--- src/design/lsbx_pkg.sv ---
// ----------------------------------------------------------------------------
// lsbx_pkg
// Types and constants for the LSB stego extractor.
// ----------------------------------------------------------------------------
package lsbx_pkg;

   localparam int unsigned CSR_ADDR_W = 4;
   localparam int unsigned CSR_DATA_W = 32;

   localparam logic [1:0] REG_HEADER_LENGTH = 2'd0;
   localparam logic [1:0] REG_MAGIC_FIRST   = 2'd1;
   localparam logic [1:0] REG_MAGIC_SECOND  = 2'd2;

   localparam logic [7:0] HEADER_LENGTH_RESET = 8'd54;

   localparam logic [2:0] KIND_EXT_CHAR  = 3'd0;
   localparam logic [2:0] KIND_SEC_BYTE  = 3'd1;
   localparam logic [2:0] KIND_EXT_LEN   = 3'd2;
   localparam logic [2:0] KIND_SEC_LEN   = 3'd3;
   localparam logic [2:0] KIND_MISMATCH  = 3'd4;

   typedef enum logic [6:0] {
      PH_HEADER  = 7'b0000001,
      PH_MAGIC   = 7'b0000010,
      PH_EXT_LEN = 7'b0000100,
      PH_EXT_CHR = 7'b0001000,
      PH_SEC_LEN = 7'b0010000,
      PH_SEC_DAT = 7'b0100000,
      PH_DONE    = 7'b1000000
   } phase_type;

   typedef struct packed {
      logic [7:0] header_length;
      logic [7:0] magic_first;
      logic [7:0] magic_second;
   } cfg_type;

   typedef struct packed {
      logic        valid;
      logic [2:0]  kind;
      logic [31:0] value;
      logic        last;
   } result_type;

endpackage

--- src/design/lsbx_intf.sv ---
// ----------------------------------------------------------------------------
// lsbx interfaces
// Valid/ready channels for image byte requests and decoded results.
// ----------------------------------------------------------------------------
interface lsbx_req_intf;
   logic       valid;
   logic       ready;
   logic [7:0] image_byte;
   logic       start_req;

   modport source (output valid, output image_byte, output start_req, input ready);
   modport sink   (input valid, input image_byte, input start_req, output ready);
endinterface

interface lsbx_rsp_intf;
   logic        valid;
   logic        ready;
   logic [2:0]  kind;
   logic [31:0] value;
   logic        last;

   modport source (output valid, output kind, output value, output last, input ready);
   modport sink   (input valid, input kind, input value, input last, output ready);
endinterface

--- src/design/lsbx_csr.sv ---
// ----------------------------------------------------------------------------
// lsbx_csr
// APB register file: header length and the two expected magic characters.
// ----------------------------------------------------------------------------
module lsbx_csr (
   input  logic                             clock,
   input  logic                             reset,
   input  logic                             psel,
   input  logic                             penable,
   input  logic                             pwrite,
   input  logic [lsbx_pkg::CSR_ADDR_W-1:0]  paddr,
   input  logic [lsbx_pkg::CSR_DATA_W-1:0]  pwdata,
   output logic [lsbx_pkg::CSR_DATA_W-1:0]  prdata,
   output logic                             pready,
   output lsbx_pkg::cfg_type                cfg
);
   import lsbx_pkg::*;

   logic [7:0] header_length_ff, header_length_in;
   logic [7:0] magic_first_ff, magic_first_in;
   logic [7:0] magic_second_ff, magic_second_in;
   logic       wr_en;
   logic [1:0] reg_idx;

   assign pready  = 1'b1;
   assign wr_en   = psel & penable & pwrite;
   assign reg_idx = paddr[3:2];

   always_comb begin
      header_length_in = header_length_ff;
      magic_first_in   = magic_first_ff;
      magic_second_in  = magic_second_ff;
      if (wr_en) begin
         unique case (reg_idx)
            REG_HEADER_LENGTH: header_length_in = pwdata[7:0];
            REG_MAGIC_FIRST:   magic_first_in   = pwdata[7:0];
            REG_MAGIC_SECOND:  magic_second_in  = pwdata[7:0];
            default: ;
         endcase
      end
   end

   always_comb begin
      unique case (reg_idx)
         REG_HEADER_LENGTH: prdata = {24'd0, header_length_ff};
         REG_MAGIC_FIRST:   prdata = {24'd0, magic_first_ff};
         REG_MAGIC_SECOND:  prdata = {24'd0, magic_second_ff};
         default:           prdata = '0;
      endcase
   end

   always_ff @(posedge clock) begin
      if (reset) begin
         header_length_ff <= HEADER_LENGTH_RESET;
         magic_first_ff   <= 8'd0;
         magic_second_ff  <= 8'd0;
      end else begin
         header_length_ff <= header_length_in;
         magic_first_ff   <= magic_first_in;
         magic_second_ff  <= magic_second_in;
      end
   end

   assign cfg.header_length = header_length_ff;
   assign cfg.magic_first   = magic_first_ff;
   assign cfg.magic_second  = magic_second_ff;

endmodule

--- src/design/lsbx_parser.sv ---
// ----------------------------------------------------------------------------
// lsbx_parser
// Parse state and one-bit step: header skip, magic check, length words,
// extension characters and secret bytes.
// ----------------------------------------------------------------------------
module lsbx_parser (
   input  logic                 clock,
   input  logic                 reset,
   input  logic                 step_en,
   input  logic                 data_bit,
   input  logic                 start_req,
   input  lsbx_pkg::cfg_type    cfg,
   output lsbx_pkg::result_type result
);
   import lsbx_pkg::*;

   phase_type   phase_ff, phase_in;
   logic [7:0]  header_count_ff, header_count_in;
   logic [4:0]  bit_count_ff, bit_count_in;
   logic [31:0] bit_shift_ff, bit_shift_in;
   logic [30:0] remaining_ff, remaining_in;
   logic        magic_index_ff, magic_index_in;

   phase_type   ph;
   logic [7:0]  hc;
   logic [4:0]  bc;
   logic [31:0] bs;
   logic [30:0] rem;
   logic        mi;
   logic [4:0]  sh_amt;
   logic [31:0] shifted;
   logic [31:0] len;
   logic [30:0] rem_dec;
   logic        is_ext;

   always_comb begin
      ph  = start_req ? PH_HEADER : phase_ff;
      hc  = start_req ? 8'd0      : header_count_ff;
      bc  = start_req ? 5'd0      : bit_count_ff;
      bs  = start_req ? 32'd0     : bit_shift_ff;
      rem = start_req ? 31'd0     : remaining_ff;
      mi  = start_req ? 1'b0      : magic_index_ff;

      phase_in        = ph;
      header_count_in = hc;
      bit_count_in    = bc;
      bit_shift_in    = bs;
      remaining_in    = rem;
      magic_index_in  = mi;
      result          = '0;

      if (ph == PH_HEADER) begin
         if (hc < cfg.header_length) begin
            header_count_in = hc + 8'd1;
         end else begin
            phase_in = PH_MAGIC;
         end
      end

      unique case (phase_in)
         PH_MAGIC:                sh_amt = {1'b0, mi, bc[2:0]};
         PH_EXT_LEN, PH_SEC_LEN:  sh_amt = bc;
         default:                 sh_amt = {2'b00, bc[2:0]};
      endcase
      shifted = bs | (32'(data_bit) << sh_amt);
      len     = shifted[31] ? 32'd0 : shifted;
      rem_dec = (rem != 31'd0) ? rem - 31'd1 : 31'd0;
      is_ext  = (phase_in == PH_EXT_LEN) || (phase_in == PH_EXT_CHR);

      unique case (phase_in)
         PH_MAGIC: begin
            bit_shift_in = shifted;
            if (bc < 5'd7) begin
               bit_count_in = bc + 5'd1;
            end else begin
               bit_count_in = 5'd0;
               if (!mi) begin
                  magic_index_in = 1'b1;
               end else begin
                  magic_index_in = 1'b0;
                  bit_shift_in   = 32'd0;
                  if (shifted[7:0] != cfg.magic_first ||
                      shifted[15:8] != cfg.magic_second) begin
                     phase_in     = PH_DONE;
                     result.valid = 1'b1;
                     result.kind  = KIND_MISMATCH;
                  end else begin
                     phase_in = PH_EXT_LEN;
                  end
               end
            end
         end
         PH_EXT_LEN, PH_SEC_LEN: begin
            bit_shift_in = shifted;
            if (bc < 5'd31) begin
               bit_count_in = bc + 5'd1;
            end else begin
               bit_count_in = 5'd0;
               bit_shift_in = 32'd0;
               remaining_in = len[30:0];
               if (is_ext) begin
                  phase_in = (len != 32'd0) ? PH_EXT_CHR : PH_SEC_LEN;
               end else begin
                  phase_in = (len != 32'd0) ? PH_SEC_DAT : PH_DONE;
               end
               result.valid = 1'b1;
               result.kind  = is_ext ? KIND_EXT_LEN : KIND_SEC_LEN;
               result.value = len;
            end
         end
         PH_EXT_CHR, PH_SEC_DAT: begin
            bit_shift_in = shifted;
            if (bc < 5'd7) begin
               bit_count_in = bc + 5'd1;
            end else begin
               bit_count_in = 5'd0;
               bit_shift_in = 32'd0;
               remaining_in = rem_dec;
               if (rem_dec == 31'd0) begin
                  phase_in = is_ext ? PH_SEC_LEN : PH_DONE;
               end
               result.valid = 1'b1;
               result.kind  = is_ext ? KIND_EXT_CHAR : KIND_SEC_BYTE;
               result.value = {24'd0, shifted[7:0]};
               result.last  = (rem_dec == 31'd0);
            end
         end
         default: ;
      endcase
   end

   always_ff @(posedge clock) begin
      if (reset) begin
         phase_ff        <= PH_HEADER;
         header_count_ff <= 8'd0;
         bit_count_ff    <= 5'd0;
         bit_shift_ff    <= 32'd0;
         remaining_ff    <= 31'd0;
         magic_index_ff  <= 1'b0;
      end else if (step_en) begin
         phase_ff        <= phase_in;
         header_count_ff <= header_count_in;
         bit_count_ff    <= bit_count_in;
         bit_shift_ff    <= bit_shift_in;
         remaining_ff    <= remaining_in;
         magic_index_ff  <= magic_index_in;
      end
   end

endmodule

--- src/design/lsb_stego_extractor_core.sv ---
// ----------------------------------------------------------------------------
// lsb_stego_extractor_core
// Pulls hidden LSB fields (magic, lengths, extension, secret) out of a
// stream of bitmap file bytes.
//
//   channel  dir  handshake          payload
//   req_bus  in   valid/ready        image_byte[7:0], start_req
//   rsp_bus  out  valid/ready        kind[2:0], value[31:0], last
//   csr      in   APB psel/penable   paddr[3:0], pwdata/prdata[31:0]
//
// One request per cycle while the result channel is not stalled.
// A request is registered, parsed in one pass, and its result registered.
// A stalled result holds the request register; a new request enters while
// that register is empty or its request is being passed on to the parser.
// Synchronous reset returns the parse to header skip and clears both stages.
// ----------------------------------------------------------------------------
module lsb_stego_extractor_core (
   input  logic                             clock,
   input  logic                             reset,
   lsbx_req_intf.sink                       req_bus,
   lsbx_rsp_intf.source                     rsp_bus,
   input  logic                             psel,
   input  logic                             penable,
   input  logic                             pwrite,
   input  logic [lsbx_pkg::CSR_ADDR_W-1:0]  paddr,
   input  logic [lsbx_pkg::CSR_DATA_W-1:0]  pwdata,
   output logic [lsbx_pkg::CSR_DATA_W-1:0]  prdata,
   output logic                             pready
);
   import lsbx_pkg::*;

   cfg_type    cfg;
   result_type result;

   logic        in_valid_ff, in_valid_in;
   logic        in_bit_ff, in_bit_in;
   logic        in_start_ff, in_start_in;
   logic        out_valid_ff, out_valid_in;
   logic [2:0]  out_kind_ff, out_kind_in;
   logic [31:0] out_value_ff, out_value_in;
   logic        out_last_ff, out_last_in;
   logic        step_en;
   logic        req_take;

   lsbx_csr u_csr (
      .clock   (clock),
      .reset   (reset),
      .psel    (psel),
      .penable (penable),
      .pwrite  (pwrite),
      .paddr   (paddr),
      .pwdata  (pwdata),
      .prdata  (prdata),
      .pready  (pready),
      .cfg     (cfg)
   );

   lsbx_parser u_parser (
      .clock     (clock),
      .reset     (reset),
      .step_en   (step_en),
      .data_bit  (in_bit_ff),
      .start_req (in_start_ff),
      .cfg       (cfg),
      .result    (result)
   );

   assign step_en       = in_valid_ff & (~out_valid_ff | rsp_bus.ready);
   assign req_bus.ready = ~in_valid_ff | step_en;
   assign req_take      = req_bus.valid & req_bus.ready;

   always_comb begin
      in_valid_in = in_valid_ff;
      in_bit_in   = in_bit_ff;
      in_start_in = in_start_ff;
      if (req_take) begin
         in_valid_in = 1'b1;
         in_bit_in   = req_bus.image_byte[0];
         in_start_in = req_bus.start_req;
      end else if (step_en) begin
         in_valid_in = 1'b0;
      end

      out_valid_in = out_valid_ff;
      out_kind_in  = out_kind_ff;
      out_value_in = out_value_ff;
      out_last_in  = out_last_ff;
      if (step_en) begin
         out_valid_in = result.valid;
         out_kind_in  = result.kind;
         out_value_in = result.value;
         out_last_in  = result.last;
      end else if (rsp_bus.ready) begin
         out_valid_in = 1'b0;
      end
   end

   always_ff @(posedge clock) begin
      if (reset) begin
         in_valid_ff  <= 1'b0;
         out_valid_ff <= 1'b0;
      end else begin
         in_valid_ff  <= in_valid_in;
         out_valid_ff <= out_valid_in;
      end
   end

   always_ff @(posedge clock) begin
      in_bit_ff    <= in_bit_in;
      in_start_ff  <= in_start_in;
      out_kind_ff  <= out_kind_in;
      out_value_ff <= out_value_in;
      out_last_ff  <= out_last_in;
   end

   assign rsp_bus.valid = out_valid_ff;
   assign rsp_bus.kind  = out_kind_ff;
   assign rsp_bus.value = out_value_ff;
   assign rsp_bus.last  = out_last_ff;

endmodule

--- src/flat_wrapper.sv ---
// flat-port wrapper written by rule: the top's interface ports become plain ports
module lsb_stego_extractor_core_flat import lsbx_pkg::*;
  (clock, reset, psel, penable, pwrite, paddr, pwdata, prdata, pready, req_bus_valid, req_bus_image_byte, req_bus_start_req, req_bus_ready, rsp_bus_valid, rsp_bus_kind, rsp_bus_value, rsp_bus_last, rsp_bus_ready);
  lsbx_req_intf req_bus_i ();
  lsbx_rsp_intf rsp_bus_i ();
  input  logic clock;
  input  logic reset;
  input  logic psel;
  input  logic penable;
  input  logic pwrite;
  input  logic [lsbx_pkg::CSR_ADDR_W-1:0] paddr;
  input  logic [lsbx_pkg::CSR_DATA_W-1:0] pwdata;
  output logic [lsbx_pkg::CSR_DATA_W-1:0] prdata;
  output logic pready;
  input wire logic [$bits(req_bus_i.valid)-1:0] req_bus_valid;
  input wire logic [$bits(req_bus_i.image_byte)-1:0] req_bus_image_byte;
  input wire logic [$bits(req_bus_i.start_req)-1:0] req_bus_start_req;
  output wire logic [$bits(req_bus_i.ready)-1:0] req_bus_ready;
  output wire logic [$bits(rsp_bus_i.valid)-1:0] rsp_bus_valid;
  output wire logic [$bits(rsp_bus_i.kind)-1:0] rsp_bus_kind;
  output wire logic [$bits(rsp_bus_i.value)-1:0] rsp_bus_value;
  output wire logic [$bits(rsp_bus_i.last)-1:0] rsp_bus_last;
  input wire logic [$bits(rsp_bus_i.ready)-1:0] rsp_bus_ready;
  assign req_bus_i.valid = req_bus_valid;
  assign req_bus_i.image_byte = req_bus_image_byte;
  assign req_bus_i.start_req = req_bus_start_req;
  assign req_bus_ready = req_bus_i.ready;
  assign rsp_bus_valid = rsp_bus_i.valid;
  assign rsp_bus_kind = rsp_bus_i.kind;
  assign rsp_bus_value = rsp_bus_i.value;
  assign rsp_bus_last = rsp_bus_i.last;
  assign rsp_bus_i.ready = rsp_bus_ready;
  lsb_stego_extractor_core u_core (.clock(clock), .reset(reset), .req_bus(req_bus_i), .rsp_bus(rsp_bus_i), .psel(psel), .penable(penable), .pwrite(pwrite), .paddr(paddr), .pwdata(pwdata), .prdata(prdata), .pready(pready));
endmodule
--- config.mk ---
export PLATFORM = sky130hd
export DESIGN_NAME = lsb_stego_extractor_core_flat
export DESIGN_NICKNAME = d
export VERILOG_FILES = /design/src/design/lsbx_pkg.sv /design/src/design/lsbx_intf.sv /design/src/design/lsbx_csr.sv /design/src/design/lsbx_parser.sv /design/src/design/lsb_stego_extractor_core.sv /design/src/flat_wrapper.sv
export SDC_FILE = /design/constraint.sdc
export NUM_CORES = 1
export LEC_CHECK = 0
export BUFFER_PORTS_ARGS = -buffer_cell sky130_fd_sc_hd__buf_4
export CORE_ASPECT_RATIO = 1.75
export CORE_MARGIN = 1
export CORE_UTILIZATION = 40
export DETAILED_ROUTE_END_ITERATION = 8
export HOLD_SLACK_MARGIN = 0.02
export MAX_ROUTING_LAYER = met4
export SLEW_MARGIN = 20
export SYNTH_ARGS = -nofsm -noshare
export SYNTH_HDL_FRONTEND = slang
export SYNTH_HIERARCHICAL = 1
export SYNTH_SLANG_ARGS = --single-unit
--- constraint.sdc ---
create_clock -name clock -period 5.8 [get_ports clock]
set_clock_uncertainty 0.15 [all_clocks]
set_input_delay 0.58 -clock clock [delete_from_list [all_inputs] [get_ports clock]]
set_output_delay 0.58 -clock clock [all_outputs]
set_load 0.02 [all_outputs]
==> flow_metrics.py <==
metrics = {
    "run_status": {
        "outcome": "finished clean",
    },
    "sta": {
        "slew_violations": 0,
        "finalHoldViolations": 0,
        "relSlewSlack_pct": 25.92,
        "worstMarginPinSlew_ns": 1.101,
        "final.setup.tns_ns": 0,
        "setup_violations": 0,
        "rsz0062_at_grt": "no",
        "fmax_ghz": 0.2078,
        "min_period_ns": 4.813,
        "period_share_pct": 82.98,
        "hold_ws_ns": 0.1629,
    },
    "yosys": {
        "synth_xor_area_share_pct": 1.389,
        "ys_ff_latch": 148,
        "synth_top_family_by_area": "simple AND/OR/NAND/NOR gates",
        "synth_compound_area_share_pct": 23.57,
        "yosys_warnings": 6,
        "synth_cells": 1171,
        "synth_largest_area_cell": "dfxtp_1",
        "synth_area_leaders": "dfxtp_1, edfxtp_1, nor2_1, nand2_1, a21oi_1",
        "synth_top_area_share_pct": 23.28,
        "avgSynthCellArea_um2": 8.079,
        "synth-adder-area-share_pct": 1.190,
        "synth-simple-area-share_pct": 27.72,
        "dominantRegCellSynth": "dfxtp_1",
        "synthMuxAreaShare_pct": 4.074,
        "ys_types": 91,
        "async_reset_ff_share_pct": 0,
        "synth_edf_count": 38,
        "syn-cell-area_um2": 9460,
        "ys_seq_area_share_pct": 35.34,
    },
    "clock_tree": {
        "cts_htree_levels": 4,
        "cts_tree": "built",
        "cts-root-buf": "clkbuf_16",
        "cts-hold-fix-buffers": 0,
        "clk_latency_ns": 0.46,
        "cts_resized": 0,
        "cts_buffers": 17,
        "cts.reportedPaths.clkPinSlew_ns": 0.06,
        "cts_max_path_buffers": 2,
        "clock-sinks": 148,
        "post_cts_buffers": 0,
    },
    "critical_path": {
        "path_class": "flop to flop",
        "ff2ff_setup_slack_ns": 0.99,
        "reg2reg_from": "u_core/in_start_ff$_DFFE_PP_",
        "worst_ep_required_time_ns": 5.95,
        "end_kind": "flop",
        "slowest_stage": "edfxtp_1",
        "critPathMaxFanout": 22,
        "cpPeakStageDelay_ns": 0.86,
        "startpoint_type": "flop",
        "cp_data_arrival_time_ns": 4.96,
        "critical_path.cell_chain": "nand2b_1 > ha_1 > nor3b_2 > nand4_1 > a211o_1 > a21oi_1 > o2111ai_1 > nor4_1 > nor2_1 > a211oi_1 > nor3_1",
        "reg2reg_depth": 11,
        "r2r_end": "u_core/u_parser/phase_ff[1]$_SDFFE_PP0P_",
    },
    "min_path": {
        "min_path_cells": 1,
        "hold_path.class": "input pin to flop",
        "hold_start": "req_bus_start_req",
        "hold_end": "u_core/in_start_ff$_DFFE_PP_",
    },
    "floorplanning": {
        "row_count": 74,
        "start_util_pct": 40.71,
        "die_w_um": 118.3,
        "die-area_um2": 24290,
        "die_y_um": 205.4,
        "coreArea_um2": 23240,
        "num_io_pins": 123,
    },
    "power": {
        "power_switching_uw": 659.4,
        "peakVddDrop_uv": 136.0,
        "p_seq_share_pct": 44.9,
        "combinationalPowerShare_pct": 10.3,
        "cellPowerDensity_nw_per_um2": 225.7,
        "intPower_uw": 1750,
        "swShare_pct": 27.37,
        "leakage_uw": 0.003981,
        "p_clk_share_pct": 44.8,
    },
    "finish": {
        "area_growth_pct": 12.86,
        "fillerInstances": 2329,
        "final_nets": 1264,
        "drive_gt1_share_pct": 12.75,
        "final_cell_mix": "nor2_1, dfxtp_1, nand2_1",
        "diodes": 0,
        "final_common_cell": "nor2_1",
    },
    "grt": {
        "grtUsageMet3_pct": 4.019,
        "grt_overflow": 0,
        "met2_usage_pct": 51.64,
        "grt_use_total_pct": 29.05,
        "use_met1_pct": 27.59,
        "grt_pass1_wl_um": 51170,
        "grt_max_degree": 73,
        "first_global_vias": 8736,
        "busiest_layer": "met2",
        "antenna_found_initial": 0,
    },
    "placed_design": {
        "place_congestion": 0.9949,
        "numPortBuffers": 64,
        "hpwl_um": 25500,
    },
    "detailed_routing": {
        "postRouteAntennaNets": 0,
        "drt_iter0_markers": 836,
        "num_vias": 9344,
        "firstDrtPassIters": 7,
        "routed_wl_um": 34200,
        "wire_per_inst_um": 22.50,
        "vias_per_cell": 6.147,
        "drc": 0,
    },
    "run": {
        "maxCapViolCount": 0,
    },
}
[flip-flops by register name, indices dropped and copies added, names as in the netlist]
signal and cells:
u_core/u_csr/magic_first_ff 8, u_core/u_parser/phase_ff 7, u_core/in_valid_ff 1, u_core/rsp_bus.valid 1, u_core/rsp_bus.last 1, u_core/rsp_bus.value 32, u_core/u_csr/header_length_ff 8, u_core/in_bit_ff 1
u_core/u_parser/magic_index_ff 1, u_core/u_parser/remaining_ff 31, u_core/rsp_bus.kind 3, u_core/u_parser/bit_count_ff 5, u_core/u_parser/bit_shift_ff 32, u_core/u_parser/header_count_ff 8, u_core/in_start_ff 1, u_core/u_csr/magic_second_ff 8
[worst max-delay path, delay by kind of cell (launching register included)]
kind | cells | cell delay (ns)
AND/OR/NAND/NOR | 6 | 1.94
AO/OA/AOI/OAI | 4 | 1.19
flip-flops | 1 | 0.86
adder cells (fa/ha/maj) | 1 | 0.51
[power by group through the flow]
stage          combinational [µW]  sequential [µW]  clock, µW
2_1_floorplan                 176             1100          0
6_report                      248             1080       1080
5_1_grt                       264             1080       1140
4_1_cts                       244             1080       1100
3_5_place_dp                  243             1100          0
3_3_place_gp                  243             1100          0
[stage by stage]
step	cells	setup WS [ns]	util, %	total power, µW	cell area, µm²
2_1_floorplan	1194	1.226	-	1280	9547
3_3_place_gp	1488	1.282	43.49	1348	10110
3_5_place_dp	1488	1.189	43.49	1348	10110
4_1_cts	1520	1.151	45.94	2430	10680
5_1_grt	1520	0.7326	45.94	2487	10680
6_report	1520	0.9872	45.94	2409	10680
[final cells by class]
class                   instances  area [µm²]  area share (%)
clock inverters                11       87.58          0.8203
inverters                      34       127.6           1.195
clock buffers                  21       481.7           4.512
repair buffers                 88       660.6           6.188
flip-flops and latches        148        3343           31.31
well taps                     304       380.4           3.563
multi-input cells             914        5595           52.41
[synth_stat cells, types with 8 or more instances]
master	n
nor2_1	138
dfxtp_1	110
nand2_1	96
a21oi_1	69
o21ai_0	59
nand2b_1	55
clkbuf_1	50
nor3_1	40
edfxtp_1	38
mux2i_1	34
inv_1	33
a22oi_1	30
nor2b_1	29
nor4_1	28
buf_4	26
nand3_1	19
a22o_1	18
nand4_1	15
buf_2	13
o21a_1	13
a31oi_1	12
o21ai_1	12
o22ai_1	12
o211ai_1	11
xnor2_1	11
or3_1	10
or4_1	10
ha_1	9
and3_1	8
[worst max path at each step]
stage,from,endpoint
global placement,u_core/in_start_ff$_DFFE_PP_,u_core/u_parser/phase_ff[1]$_SDFFE_PP0P_
finish,u_core/in_start_ff$_DFFE_PP_,u_core/u_parser/phase_ff[1]$_SDFFE_PP0P_
global route,u_core/in_start_ff$_DFFE_PP_,u_core/u_parser/phase_ff[1]$_SDFFE_PP0P_
CTS,u_core/in_start_ff$_DFFE_PP_,u_core/u_parser/phase_ff[1]$_SDFFE_PP0P_
floorplan,u_core/in_start_ff$_DFFE_PP_,u_core/u_parser/bit_shift_ff[16]$_SDFFE_PP0P_
detailed placement,u_core/in_start_ff$_DFFE_PP_,u_core/u_parser/phase_ff[1]$_SDFFE_PP0P_
[logic make-up after synthesis]
family / count (synthesis)
AO/OA/AOI/OAI: 326
XOR/XNOR: 15
adder cells (fa/ha/maj): 9
buffers and inverters: 132
flip-flops: 148
multiplexers: 37
other: 3
AND/OR/NAND/NOR: 501
[routing by layer]
layer  wire length (µm)  up-vias
met5                  0        -
met4               3106        0
met3               1432      156
met2              17710      401
met1              11950     4419
li1                   -     4368
Note: power is estimated with default switching activity, not from simulation.
